### config.mk
export PLATFORM = sky130hd
export DESIGN_NAME = cohen_kappa_two_class_flat
export DESIGN_NICKNAME = d
export VERILOG_FILES = /design/src/rtl/ckk_pkg.sv /design/src/rtl/ckk_in_if.sv /design/src/rtl/ckk_out_if.sv /design/src/rtl/ckk_table.sv /design/src/rtl/ckk_ctrl.sv /design/src/rtl/ckk_dpath.sv /design/src/rtl/cohen_kappa_two_class.sv /design/src/flat_wrapper.sv
export SDC_FILE = /design/constraint.sdc
export NUM_CORES = 2
export LEC_CHECK = 0
export ABC_AREA = 0
export BUFFER_PORTS_ARGS = -buffer_cell sky130_fd_sc_hd__buf_2
export CAP_MARGIN = 40
export CORE_AREA = 2 2 271 273
export DETAILED_ROUTE_END_ITERATION = 16
export DIE_AREA = 0 0 273 275
export PLACE_DENSITY = 0.78
export SLEW_MARGIN = 20
export SYNTH_ARGS = -nofsm -noshare
export SYNTH_HDL_FRONTEND = slang
export SYNTH_HIERARCHICAL = 1
export SYNTH_SLANG_ARGS = --single-unit
### constraint.sdc
create_clock -name clk -period 11.85 [get_ports clk]
set_input_delay 1.7775 -clock clk [delete_from_list [all_inputs] [get_ports clk]]
set_output_delay 1.7775 -clock clk [all_outputs]
set_load 0.01 [all_outputs]
### src/rtl/ckk_pkg.sv
package ckk_pkg;

	// default sizes, overridable on the top level
	localparam int COUNT_WIDTH_DEF   = 16;
	localparam int FRACTION_BITS_DEF = 16;

	// fixed field widths of the channels
	localparam int CLASS_W  = 2;
	localparam int KAPPA_W  = 18;
	localparam int STATUS_W = 2;

	// class codes carried by each rater field
	localparam logic [CLASS_W-1:0] CLASS_NONE   = 2'd0;
	localparam logic [CLASS_W-1:0] CLASS_FIRST  = 2'd1;
	localparam logic [CLASS_W-1:0] CLASS_SECOND = 2'd2;

	// contingency table cell indexes
	localparam int CELL_BOTH_FIRST  = 0;
	localparam int CELL_TWO_FIRST   = 1;
	localparam int CELL_ONE_FIRST   = 2;
	localparam int CELL_BOTH_SECOND = 3;
	localparam int CELL_COUNT       = 4;

	typedef enum logic [STATUS_W-1:0] {
		STATUS_OK         = 2'd0,
		STATUS_EMPTY      = 2'd1,
		STATUS_CHANCE_ONE = 2'd2,
		STATUS_SATURATED  = 2'd3
	} ckk_status_t;

	typedef enum logic [3:0] {
		ST_IDLE,
		ST_ROW,
		ST_COL,
		ST_NN,
		ST_AGREE,
		ST_SUM,
		ST_PREP,
		ST_START,
		ST_DIV,
		ST_OUT
	} ckk_state_t;

	// datapath operation issued by the controller each cycle
	typedef enum logic [3:0] {
		OP_NONE,
		OP_ROW,
		OP_COL,
		OP_NN,
		OP_AGREE,
		OP_SUM,
		OP_PREP,
		OP_START,
		OP_STEP,
		OP_LOAD
	} ckk_op_t;

	typedef struct packed {
		logic    count;
		logic    clear;
		ckk_op_t op;
	} ckk_cmd_t;

	typedef struct packed {
		logic out_free;
	} ckk_stat_t;

endpackage

### src/rtl/ckk_in_if.sv
interface ckk_in_if;
	logic                        valid;
	logic                        ready;
	logic [ckk_pkg::CLASS_W-1:0] rater_one_class;
	logic [ckk_pkg::CLASS_W-1:0] rater_two_class;
	logic                        last_item;

	modport source (
		output valid, rater_one_class, rater_two_class, last_item,
		input  ready
	);
	modport sink (
		input  valid, rater_one_class, rater_two_class, last_item,
		output ready
	);
endinterface

### src/rtl/ckk_out_if.sv
interface ckk_out_if;
	logic                                valid;
	logic                                ready;
	logic signed [ckk_pkg::KAPPA_W-1:0]  kappa;
	logic        [ckk_pkg::STATUS_W-1:0] status;

	modport source (
		output valid, kappa, status,
		input  ready
	);
	modport sink (
		input  valid, kappa, status,
		output ready
	);
endinterface

### src/rtl/ckk_table.sv
module ckk_table #(
	parameter int COUNT_WIDTH = ckk_pkg::COUNT_WIDTH_DEF
) (
	input  logic                        clk,
	input  logic                        arst_n,
	input  ckk_pkg::ckk_cmd_t           cmd,
	input  logic [ckk_pkg::CLASS_W-1:0] rater_one_class,
	input  logic [ckk_pkg::CLASS_W-1:0] rater_two_class,
	output logic [COUNT_WIDTH-1:0]      n00,
	output logic [COUNT_WIDTH-1:0]      n01,
	output logic [COUNT_WIDTH-1:0]      n10,
	output logic [COUNT_WIDTH-1:0]      n11,
	output logic                        saturated
);

	localparam logic [COUNT_WIDTH-1:0] COUNT_MAX = '1;

	logic [COUNT_WIDTH-1:0] cnt_q [ckk_pkg::CELL_COUNT];
	logic                   sat_q;
	logic [ckk_pkg::CELL_COUNT-1:0] hit;

	// one-hot cell select; codes outside the two classes select nothing
	always_comb begin
		hit = '0;
		hit[ckk_pkg::CELL_BOTH_FIRST] = (rater_one_class == ckk_pkg::CLASS_FIRST) &&
			(rater_two_class == ckk_pkg::CLASS_FIRST);
		hit[ckk_pkg::CELL_TWO_FIRST] = (rater_one_class == ckk_pkg::CLASS_SECOND) &&
			(rater_two_class == ckk_pkg::CLASS_FIRST);
		hit[ckk_pkg::CELL_ONE_FIRST] = (rater_one_class == ckk_pkg::CLASS_FIRST) &&
			(rater_two_class == ckk_pkg::CLASS_SECOND);
		hit[ckk_pkg::CELL_BOTH_SECOND] = (rater_one_class == ckk_pkg::CLASS_SECOND) &&
			(rater_two_class == ckk_pkg::CLASS_SECOND);
	end

	// saturating counters
	always_ff @(posedge clk or negedge arst_n) begin
		if (!arst_n) begin
			for (int i = 0; i < ckk_pkg::CELL_COUNT; i++) cnt_q[i] <= '0;
			sat_q <= 1'b0;
		end else if (cmd.clear) begin
			for (int i = 0; i < ckk_pkg::CELL_COUNT; i++) cnt_q[i] <= '0;
			sat_q <= 1'b0;
		end else if (cmd.count) begin
			for (int i = 0; i < ckk_pkg::CELL_COUNT; i++) begin
				if (hit[i]) begin
					if (cnt_q[i] == COUNT_MAX) sat_q <= 1'b1;
					else cnt_q[i] <= cnt_q[i] + 1'b1;
				end
			end
		end
	end

	assign n00       = cnt_q[ckk_pkg::CELL_BOTH_FIRST];
	assign n01       = cnt_q[ckk_pkg::CELL_TWO_FIRST];
	assign n10       = cnt_q[ckk_pkg::CELL_ONE_FIRST];
	assign n11       = cnt_q[ckk_pkg::CELL_BOTH_SECOND];
	assign saturated = sat_q;

endmodule

### src/rtl/ckk_ctrl.sv
module ckk_ctrl #(
	parameter int FRACTION_BITS = ckk_pkg::FRACTION_BITS_DEF
) (
	input  logic                clk,
	input  logic                arst_n,
	input  logic                in_valid,
	input  logic                in_last,
	output logic                in_ready,
	input  ckk_pkg::ckk_stat_t  stat,
	output ckk_pkg::ckk_cmd_t   cmd
);

	localparam int IW = $clog2(FRACTION_BITS);
	localparam logic [IW-1:0] STEP_LAST = IW'(FRACTION_BITS - 1);

	ckk_pkg::ckk_state_t state_q, state_d;
	logic [IW-1:0]       step_q;

	// state register and division step counter
	always_ff @(posedge clk or negedge arst_n) begin
		if (!arst_n) begin
			state_q <= ckk_pkg::ST_IDLE;
			step_q  <= '0;
		end else begin
			state_q <= state_d;
			if (state_q == ckk_pkg::ST_START) step_q <= '0;
			else if (state_q == ckk_pkg::ST_DIV) step_q <= step_q + 1'b1;
		end
	end

	// next state
	always_comb begin
		state_d = state_q;
		case (state_q)
			ckk_pkg::ST_IDLE:  if (in_valid && in_last) state_d = ckk_pkg::ST_ROW;
			ckk_pkg::ST_ROW:   state_d = ckk_pkg::ST_COL;
			ckk_pkg::ST_COL:   state_d = ckk_pkg::ST_NN;
			ckk_pkg::ST_NN:    state_d = ckk_pkg::ST_AGREE;
			ckk_pkg::ST_AGREE: state_d = ckk_pkg::ST_SUM;
			ckk_pkg::ST_SUM:   state_d = ckk_pkg::ST_PREP;
			ckk_pkg::ST_PREP:  state_d = ckk_pkg::ST_START;
			ckk_pkg::ST_START: state_d = ckk_pkg::ST_DIV;
			ckk_pkg::ST_DIV:   if (step_q == STEP_LAST) state_d = ckk_pkg::ST_OUT;
			ckk_pkg::ST_OUT:   if (stat.out_free) state_d = ckk_pkg::ST_IDLE;
			default:           state_d = ckk_pkg::ST_IDLE;
		endcase
	end

	// command outputs
	always_comb begin
		in_ready  = 1'b0;
		cmd.count = 1'b0;
		cmd.clear = 1'b0;
		cmd.op    = ckk_pkg::OP_NONE;
		case (state_q)
			ckk_pkg::ST_IDLE: begin
				in_ready  = 1'b1;
				cmd.count = in_valid;
			end
			ckk_pkg::ST_ROW:   cmd.op = ckk_pkg::OP_ROW;
			ckk_pkg::ST_COL:   cmd.op = ckk_pkg::OP_COL;
			ckk_pkg::ST_NN:    cmd.op = ckk_pkg::OP_NN;
			ckk_pkg::ST_AGREE: cmd.op = ckk_pkg::OP_AGREE;
			ckk_pkg::ST_SUM:   cmd.op = ckk_pkg::OP_SUM;
			ckk_pkg::ST_PREP:  cmd.op = ckk_pkg::OP_PREP;
			ckk_pkg::ST_START: cmd.op = ckk_pkg::OP_START;
			ckk_pkg::ST_DIV:   cmd.op = ckk_pkg::OP_STEP;
			ckk_pkg::ST_OUT: begin
				if (stat.out_free) begin
					cmd.op    = ckk_pkg::OP_LOAD;
					cmd.clear = 1'b1;
				end
			end
			default: cmd.op = ckk_pkg::OP_NONE;
		endcase
	end

endmodule

### src/rtl/ckk_dpath.sv
module ckk_dpath #(
	parameter int COUNT_WIDTH   = ckk_pkg::COUNT_WIDTH_DEF,
	parameter int FRACTION_BITS = ckk_pkg::FRACTION_BITS_DEF
) (
	input  logic                               clk,
	input  logic                               arst_n,
	input  ckk_pkg::ckk_cmd_t                  cmd,
	output ckk_pkg::ckk_stat_t                 stat,
	input  logic [COUNT_WIDTH-1:0]             n00,
	input  logic [COUNT_WIDTH-1:0]             n01,
	input  logic [COUNT_WIDTH-1:0]             n10,
	input  logic [COUNT_WIDTH-1:0]             n11,
	input  logic                               saturated,
	input  logic                               out_ready,
	output logic                               out_valid,
	output logic signed [ckk_pkg::KAPPA_W-1:0] kappa,
	output logic [ckk_pkg::STATUS_W-1:0]       status
);

	localparam int MW = COUNT_WIDTH + 1;   // marginal
	localparam int NW = COUNT_WIDTH + 2;   // table total
	localparam int PW = 2 * NW;            // products and sums of products
	localparam int QW = FRACTION_BITS + 1; // quotient incl. integer bit
	localparam int KW = ckk_pkg::KAPPA_W;

	logic [MW-1:0] row_a, col_a, row_b, col_b, diag;
	logic [NW-1:0] total;
	logic [NW-1:0] op_a, op_b;
	logic [PW-1:0] prod;

	logic [PW-1:0] s_q, t_q, nn_q, ag_q, den_q, mag_q, rem_q;
	logic          neg_q;
	logic [QW-1:0] quo_q;
	logic          out_valid_q;
	logic signed [KW-1:0]          kappa_q;
	logic [ckk_pkg::STATUS_W-1:0]  status_q;

	logic [PW:0]    shifted, den_ext, diff;
	logic           take;
	logic [QW+KW-1:0] quo_ext, quo_neg;
	logic [KW-1:0]  kappa_val;
	ckk_pkg::ckk_status_t status_val;

	// marginals and total from the table
	always_comb begin
		row_a = MW'(n00) + MW'(n10);
		col_a = MW'(n00) + MW'(n01);
		row_b = MW'(n10) + MW'(n11);
		col_b = MW'(n01) + MW'(n11);
		diag  = MW'(n00) + MW'(n11);
		total = NW'(row_a) + NW'(col_b);
	end

	// shared multiplier operand select
	always_comb begin
		op_a = '0;
		op_b = '0;
		case (cmd.op)
			ckk_pkg::OP_ROW: begin
				op_a = NW'(row_a);
				op_b = NW'(col_a);
			end
			ckk_pkg::OP_COL: begin
				op_a = NW'(row_b);
				op_b = NW'(col_b);
			end
			ckk_pkg::OP_NN: begin
				op_a = total;
				op_b = total;
			end
			ckk_pkg::OP_AGREE: begin
				op_a = total;
				op_b = NW'(diag);
			end
			default: begin
				op_a = '0;
				op_b = '0;
			end
		endcase
		prod = op_a * op_b;
	end

	// restoring division step
	always_comb begin
		shifted = {rem_q, 1'b0};
		den_ext = {1'b0, den_q};
		diff    = shifted - den_ext;
		take    = (shifted >= den_ext);
	end

	// result and status selection
	always_comb begin
		quo_ext   = {{KW{1'b0}}, quo_q};
		quo_neg   = '0 - quo_ext;
		kappa_val = neg_q ? quo_neg[KW-1:0] : quo_ext[KW-1:0];
		if (saturated) status_val = ckk_pkg::STATUS_SATURATED;
		else if (total == '0) status_val = ckk_pkg::STATUS_EMPTY;
		else if (den_q == '0) status_val = ckk_pkg::STATUS_CHANCE_ONE;
		else status_val = ckk_pkg::STATUS_OK;
	end

	// arithmetic registers
	always_ff @(posedge clk) begin
		case (cmd.op)
			ckk_pkg::OP_ROW:   s_q  <= prod;
			ckk_pkg::OP_COL:   t_q  <= prod;
			ckk_pkg::OP_NN:    nn_q <= prod;
			ckk_pkg::OP_AGREE: ag_q <= prod;
			ckk_pkg::OP_SUM:   s_q  <= s_q + t_q;
			ckk_pkg::OP_PREP: begin
				den_q <= nn_q - s_q;
				neg_q <= (ag_q < s_q);
				mag_q <= (ag_q < s_q) ? (s_q - ag_q) : (ag_q - s_q);
			end
			ckk_pkg::OP_START: begin
				// magnitude at or above the denominator clamps to one
				if (mag_q >= den_q) begin
					quo_q <= QW'(1);
					rem_q <= '0;
				end else begin
					quo_q <= '0;
					rem_q <= mag_q;
				end
			end
			ckk_pkg::OP_STEP: begin
				quo_q <= {quo_q[QW-2:0], take};
				if (take) rem_q <= diff[PW-1:0];
				else rem_q <= shifted[PW-1:0];
			end
			default: begin
			end
		endcase
	end

	// output register
	always_ff @(posedge clk or negedge arst_n) begin
		if (!arst_n) begin
			out_valid_q <= 1'b0;
		end else if (cmd.op == ckk_pkg::OP_LOAD) begin
			out_valid_q <= 1'b1;
		end else if (out_ready) begin
			out_valid_q <= 1'b0;
		end
	end

	always_ff @(posedge clk) begin
		if (cmd.op == ckk_pkg::OP_LOAD) begin
			status_q <= status_val;
			kappa_q  <= (status_val == ckk_pkg::STATUS_OK) ? $signed(kappa_val) : '0;
		end
	end

	assign stat.out_free = !out_valid_q || out_ready;
	assign out_valid     = out_valid_q;
	assign kappa         = kappa_q;
	assign status        = status_q;

endmodule

### src/rtl/cohen_kappa_two_class.sv
// Cohen's kappa for two raters and two classes. Each rating beat carries one class
// code per rater; a beat is counted into a 2x2 table of saturating counters when
// both codes name a class, and skipped otherwise. A beat with last_item set is
// counted, then the block forms kappa = (N*(n00+n11) - S) / (N*N - S) exactly and
// returns one result beat: kappa in signed Q1.FRACTION_BITS truncated toward zero,
// cut to 18 bits, plus a status (ok, empty table, chance agreement one, counter
// saturated; kappa reads zero unless ok). The table then clears. An ordinary beat
// never holds off the beat behind it. After a last beat the block stops taking beats
// during four passes through one shared multiplier, three add/subtract steps and a
// restoring divider that retires one quotient bit per cycle; it then waits only
// while the previous result has not been taken.
module cohen_kappa_two_class #(
	parameter int COUNT_WIDTH   = ckk_pkg::COUNT_WIDTH_DEF,
	parameter int FRACTION_BITS = ckk_pkg::FRACTION_BITS_DEF
) (
	input logic       clk,
	input logic       arst_n,
	ckk_in_if.sink    rating,
	ckk_out_if.source result
);

	ckk_pkg::ckk_cmd_t  cmd;
	ckk_pkg::ckk_stat_t stat;

	logic [COUNT_WIDTH-1:0] n00, n01, n10, n11;
	logic                   saturated;

	ckk_ctrl #(
		.FRACTION_BITS(FRACTION_BITS)
	) u_ctrl (
		.clk     (clk),
		.arst_n  (arst_n),
		.in_valid(rating.valid),
		.in_last (rating.last_item),
		.in_ready(rating.ready),
		.stat    (stat),
		.cmd     (cmd)
	);

	ckk_table #(
		.COUNT_WIDTH(COUNT_WIDTH)
	) u_table (
		.clk            (clk),
		.arst_n         (arst_n),
		.cmd            (cmd),
		.rater_one_class(rating.rater_one_class),
		.rater_two_class(rating.rater_two_class),
		.n00            (n00),
		.n01            (n01),
		.n10            (n10),
		.n11            (n11),
		.saturated      (saturated)
	);

	ckk_dpath #(
		.COUNT_WIDTH  (COUNT_WIDTH),
		.FRACTION_BITS(FRACTION_BITS)
	) u_dpath (
		.clk      (clk),
		.arst_n   (arst_n),
		.cmd      (cmd),
		.stat     (stat),
		.n00      (n00),
		.n01      (n01),
		.n10      (n10),
		.n11      (n11),
		.saturated(saturated),
		.out_ready(result.ready),
		.out_valid(result.valid),
		.kappa    (result.kappa),
		.status   (result.status)
	);

endmodule

### src/flat_wrapper.sv
// flat-port wrapper written by rule: the top's interface ports become plain ports
module cohen_kappa_two_class_flat 
#(
	parameter int COUNT_WIDTH   = ckk_pkg::COUNT_WIDTH_DEF,
	parameter int FRACTION_BITS = ckk_pkg::FRACTION_BITS_DEF
)
  (clk, arst_n, rating_valid, rating_rater_one_class, rating_rater_two_class, rating_last_item, rating_ready, result_valid, result_kappa, result_status, result_ready);
  ckk_in_if rating_i ();
  ckk_out_if result_i ();
  input logic clk;
  input logic arst_n;
  input wire logic [$bits(rating_i.valid)-1:0] rating_valid;
  input wire logic [$bits(rating_i.rater_one_class)-1:0] rating_rater_one_class;
  input wire logic [$bits(rating_i.rater_two_class)-1:0] rating_rater_two_class;
  input wire logic [$bits(rating_i.last_item)-1:0] rating_last_item;
  output wire logic [$bits(rating_i.ready)-1:0] rating_ready;
  output wire logic [$bits(result_i.valid)-1:0] result_valid;
  output wire logic [$bits(result_i.kappa)-1:0] result_kappa;
  output wire logic [$bits(result_i.status)-1:0] result_status;
  input wire logic [$bits(result_i.ready)-1:0] result_ready;
  assign rating_i.valid = rating_valid;
  assign rating_i.rater_one_class = rating_rater_one_class;
  assign rating_i.rater_two_class = rating_rater_two_class;
  assign rating_i.last_item = rating_last_item;
  assign rating_ready = rating_i.ready;
  assign result_valid = result_i.valid;
  assign result_kappa = result_i.kappa;
  assign result_status = result_i.status;
  assign result_i.ready = result_ready;
  cohen_kappa_two_class #(.COUNT_WIDTH(COUNT_WIDTH), .FRACTION_BITS(FRACTION_BITS)) u_core (.clk(clk), .arst_n(arst_n), .rating(rating_i), .result(result_i));
endmodule
* Word-level counts from Yosys, hierarchy flattened *
Cells that the tools add are included.

operators by class
  add/subtract/negate cells = 17
  multiply operators = 1
  $lt $le $gt $ge = 3
  eq/ne operators = 34
  multiplexer cells = 46
  reduce and logical (&&, ||, !) cells = 27

operator list
  cell                                                              count
  36-bit one-hot mux with 2 select lines                            2
  36-bit subtractor                                                 4
  16-bit two-way mux                                                8
  64-bit two-way mux                                                2
  36-bit two-way mux                                                3
  16-bit by 16-bit adder with 17-bit output                         5
  18-bit one-hot mux with 4 select lines                            1
  16-bit by 1-bit adder with 16-bit output (second input constant)  4
  16-bit == test (second input constant)                            4
  18-bit one-hot mux with 3 select lines                            1
  4-bit one-hot mux with 10 select lines                            1
  37-bit by 36-bit greater-or-equal comparator with 1-bit output    1
  36-bit adder                                                      1
  36-bit greater-or-equal comparator                                1
  36-bit logical NOT                                                1
  36-bit less-than comparator                                       1
  18-bit by 18-bit multiplier with 36-bit output                    1
  4-bit one-hot mux with 9 select lines                             1
  17-bit one-hot mux with 2 select lines                            1
  4-bit by 3-bit == test with 1-bit output (second input constant)  8
  4-bit == test (second input constant)                             5
  4-bit two-way mux                                                 5
  17-bit by 17-bit adder with 18-bit output                         1
  18-bit logical NOT                                                1
  21 further kinds                                                  65

word-level totals
  register bits = 364
  bits of input ports = 9
  output and inout port bits = 22

* Logic depth before layout (Yosys ltp) *
  depth in word-level cells = 11
  depth in mapped cells = 46

* Hierarchy *
Netlist, hierarchy kept.

by module, submodules not included
  module     times used  cells each  area an instance (um2)
  ckk_dpath  1           3884        35316.4
  ckk_table  1           382         3558.4
  ckk_ctrl   1           57          494.2

* Worst setup path after synthesis *
OpenSTA, ideal clock, no wires.

  path kind = input -> register
  from = input port result_ready
  to = register u_core.u_dpath.s_q[30], data pin
  arrival time = 12.299 ns
  data required time = 11.590 ns
  path slack = -0.709 ns
  cell stages on the path = 38
  path buffers = 2
  cell sequence = nand2b_1 > nor2b_1 > nor2_1 > nand2b_1 > nor3_1 > clkbuf_1 > buf_1 > o21ai_0 > ha_1 > a21o_1 > a21o_1 > a2111o_1 > nand4_1 > a31oi_1 > o21ai_0 > nand2b_1 > xor2_1 > a221oi_1 > [2 not listed] > inv_1 > fa_1 > inv_1 > fa_1 > fa_1 > fa_1 > inv_1 > fa_1 > inv_1 > ha_1 > a21o_1 > a21o_1 > a211oi_1 > o21ai_1 > a41o_1 > o41a_1 > xor2_1 > mux2_2

RTL lines
  item                  RTL line            text
  from (decl)           flat_wrapper.sv:20  input wire logic [$bits(result_i.ready)-1:0] result_ready;
  to (signal assigned)  ckk_dpath.sv:105    ckk_pkg::OP_ROW: s_q <= prod;
  to (signal assigned)  ckk_dpath.sv:109    ckk_pkg::OP_SUM: s_q <= s_q + t_q;
  to (decl)             ckk_dpath.sv:31     logic [PW-1:0] s_q, t_q, nn_q, ag_q, den_q, mag_q, rem_q;

==> results.md <==
Status:
- The run finished, with violations left.
- The final reports fail on antenna rules.

Placed design:
- After legalization and detailed placement, the total HPWL measured between 80 and 90 mm.
- The total of buffers placed on input and output ports is 30.
- Routability-driven placement finished with a final weighted congestion of approximately 0.97.

Power:
- The internal portion of the total power is around 4.5 mW.
- The relative contribution of the clock network to total power is between 10% and 20%.
- Sequential cells burn between 20% and 30% of the power.
- For this design the ratio of total power to cell area is between 150 and 200 nW/um^2.
- The static leakage is a little under 20 nW.
- The design draws between 8 and 9 mW.
- Combinational logic burns a little under three fifths of the power.
- The share of total power consumed by net switching is 44.8%.
- For this design the total switching power over the nets is ~3.6 mW.
- The worst-case IR drop observed on VDD is 0.000228 V.

Timing:
- The total count of hold-check failures in the final report is 0.
- For this run, the top clock speed supported by timing is 89.2 MHz.
- The max-slew violation count is 0.
- Setup violations remaining at the end of the flow were counted as 0.
- The clock tree skew after final layout is ~0.036 ns.
- Setup repair after global routing left no endpoint under its margin.
- For the pin with the worst max-slew slack, the measured transition is 1.06 ns.
- The worst slew slack as a fraction of its limit is about 29%.
- Counting I/O delays and the setup requirement, the final critical path takes about 11 ns.
- In the finished design, the share of the clock period the worst path needs comes to 94.6%.
- For the final routed database, the setup TNS stands at 0 ns.

Clock network:
- The number of hold buffers added after CTS was 0.
- Clock-pin slew was measured on the worst setup and hold paths at roughly 0.070 ns.
- The number of post-CTS setup repair buffers is 0.
- The root buffer cell chosen for the clock tree is sky130_fd_sc_hd__clkbuf_16.
- The H-tree depth reported by CTS is 2.
- The clock reaches the later pin of the worst-skew pair after approximately 0.57 ns.
- The TritonCTS clock tree is yes.
- Post-CTS repair changed the size of 0 cells.
- The longest clock path from root to sink contains 3 buffers.
- The clock drives about 360 sinks.
- TritonCTS created 41 clock buffers.

Route:
- For this block, the initial DRC count from the detailed router was between 2000 and 3000.
- The number of search-and-repair iterations in the first detailed-routing pass is 6.
- In the final routed layout, each cell accounts on average for 19.5 um.
- The number of design rule violations left after detail routing is 0.
- The final wirelength is between 100 and 150 mm.
- The detail route stage leaves a number of antenna-violating nets equal to 1.
- Across all layers, the routed design uses approximately 32000 vias.
- Dividing the detail-routed via count by the number of cells gives about 6.

Yosys:
- In the synthesized netlist the dominant register cell turns out to be sky130_fd_sc_hd__edfxtp_1.
- When the netlist entered floorplanning its net count stood at between 5000 and 6000.
- The mean instance size in the synthesized netlist is 9.11 um^2.
- The number of distinct library cells after synthesis is 96.
- The number of cells produced by synthesis is around 4300.
- Counting flops and latches in the post-synthesis netlist gives about 360.
- The fraction of synthesis flops using an asynchronous set or reset pin is about a fifth.
- The mapped cell area is about 39000 um^2.
- The Yosys step of the flow raised 6 warnings.
- The register area share after synthesis is a little over a quarter.
- In this run, synthesis inferred 290 flip-flops with an integrated enable.

Global routing:
- Entering global routing, the biggest net connects 74 pins.
- The via count of the first global-routing pass is between 30000 and 40000.
- The initial antenna violation count is 0.
- The all-layer global routing usage is 27.8%.
- The first global-routing pass estimated 167 mm of wire.
- Summed over all layers, the global routing overflow is 0.

Cells and area:
- In the layout the commonest cells are 500 x sky130_fd_sc_hd__inv_1, 410 x sky130_fd_sc_hd__ha_1, 407 x sky130_fd_sc_hd__nand2_1.
- The post-route netlist has approximately 5.8% of its cells at a drive strength greater than 1.
- The final layout contains around 5000 nets.
- The area growth from synthesis to final layout is 7.12%.
- The library cell used most frequently in the layout, excluding fill and tap cells, is sky130_fd_sc_hd__inv_1.

Setup path:
- The required arrival time at the worst endpoint is ~12 ns.
- The type of destination of the critical path is a flop.
- The signal arrival time at the worst endpoint is roughly 12 ns.
- The master of the slowest instance on the critical path is sky130_fd_sc_hd__fa_1.
- The largest fanout of any net on the critical path is 10.
- The worst setup path category is input pin to flop.
- By instance count, the cell type seen most on the critical path is sky130_fd_sc_hd__fa_1.
- The worst setup path is launched from an input pin.
- The delay of the slowest cell on the worst path is approximately 0.56 ns.

Run:
- Max-cap violations in this run came to 0.

Die:
- After floorplanning, the core was divided into slightly below 100 placement rows.
- The die covers between 70000 and 80000 um^2.
- The total area inside the core boundary comes to 72300 um^2.
- During I/O placement, the number of pins put on the boundary was 31.
- In this run the horizontal extent of the chip is 273 um.
- The effective utilization at floorplan is 54.4%.
- The floorplan die height is between 200 and 300 um.

Min path:
- The tightest min-delay check is of the flop to flop type.
## cell usage after synthesis (44+ instances only)
cell type                  count  share of area [%]
sky130_fd_sc_hd__inv_1       500                4.8
sky130_fd_sc_hd__ha_1        410                 13
sky130_fd_sc_hd__nand2_1     408                3.9
sky130_fd_sc_hd__nor2_1      346                3.3
sky130_fd_sc_hd__edfxtp_1    290                 22
sky130_fd_sc_hd__a21oi_1     275                3.5
sky130_fd_sc_hd__fa_1        266                 14
sky130_fd_sc_hd__xnor2_1     166                3.7
sky130_fd_sc_hd__o21ai_0     165                2.1
sky130_fd_sc_hd__a21o_1      141                2.7
sky130_fd_sc_hd__clkbuf_1    121                1.2
sky130_fd_sc_hd__xor2_1      103                2.3
sky130_fd_sc_hd__nor3_1       83                1.1
sky130_fd_sc_hd__nand3_1      77               0.98
sky130_fd_sc_hd__dfrtp_1      74                4.7
sky130_fd_sc_hd__nor2b_1      61               0.97
sky130_fd_sc_hd__and2_1       60               0.95
sky130_fd_sc_hd__nand4_1      51               0.81
sky130_fd_sc_hd__nand2b_1     48               0.76
sky130_fd_sc_hd__o21a_1       48               0.92
sky130_fd_sc_hd__and3_1       44               0.70
## final timing paths
kind                                         start                       to  slack, ns  cells past startpoint
hold reg to reg            u_core/u_ctrl/step_q[0]  u_core/u_ctrl/step_q[0]       0.54                      1
hold / removal             u_core/u_ctrl/step_q[0]  u_core/u_ctrl/step_q[0]       0.54                      1
setup reg to reg             u_core/u_table/n10[0]   u_core/u_dpath/s_q[30]       0.72                     41
min in group asynchronous                   arst_n    u_core/u_table/n10[6]       1.08                      1
setup / recovery                      result_ready   u_core/u_dpath/s_q[30]       0.64                     39
max in group asynchronous                   arst_n   u_core/u_table/n01[11]      10.19                      2
## per-stage QoR
stage | instances | hold slack, ns | cell area, um^2 | setup slack, ns | utilization (%)
after floorplan | 4323 | 0.497 | 39400 | 0.0340 | -
after global placement | 5221 | 0.525 | 40600 | 0.169 | 56.2
after detailed placement | 5223 | 0.529 | 40700 | 0.0153 | 56.2
after CTS | 5299 | 0.542 | 42100 | 0.573 | 58.2
after global routing | 5304 | 0.586 | 42200 | 0.0144 | 58.3
final | 5309 | 0.540 | 42200 | 0.640 | 58.3
## flip-flops by register name, summed over array words and instances (netlist names), 17 cells and up
register,cells
u_core/u_dpath/den_q,36
u_core/u_dpath/nn_q,36
u_core/u_dpath/s_q,36
u_core/u_dpath/t_q,36
u_core/u_dpath/ag_q,36
u_core/u_dpath/kappa,18
u_core/u_dpath/mag_q,36
u_core/u_dpath/quo_q,17
u_core/u_dpath/rem_q,36
## per-layer routing
layer | track usage [%] | wire (um)
met1 | 36.3 | 44600
met4 | 12.8 | 5140
met3 | 3.19 | 6010
met2 | 46.5 | 47900
met5 | 0 | 0
## power groups by stage
| stage | logic (mW) | registers, mW | clock network (mW) |
|---|---|---|---|
| after global routing | 5.02 | 2.24 | 1.38 |
| final | 4.58 | 2.20 | 1.31 |
| after global placement | 4.37 | 2.21 | 0 |
| after floorplan | 3.40 | 2.13 | 0 |
| after CTS | 4.48 | 2.20 | 1.33 |
| after detailed placement | 4.45 | 2.22 | 0 |
## critical path, delay by kind of cell
family / cells / cell delay (ns)
AOI/OAI and AO/OA: 13 / 3.10
xor gates and xnor gates: 2 / 0.34
buffers and inverters: 6 / 0.58
muxes: 2 / 0.67
adders and majority gates: 9 / 3.85
and+or+nand+nor: 7 / 1.15
## final cells by class
type                    count  area [um^2]
fillers                  6254        30200
well taps                 959         1200
flip-flops and latches    364        10600
repair buffers             89          649
clock inverters            30          310
multi-input cells        3312        26500
clock buffers              46         1090
inverters                 504         1890
diodes                      5         12.5
## logic make-up after synthesis
group / Yosys count / synth area share [%]
fa+ha+maj: 676 / 26.6
buf+inv: 647 / 6.28
xor+xnor: 269 / 5.98
mux: 57 / 1.54
flops: 364 / 26.8
compound gates: 1003 / 17.1
simple gates: 1307 / 15.7
Power figures use the tool's default switching activity.
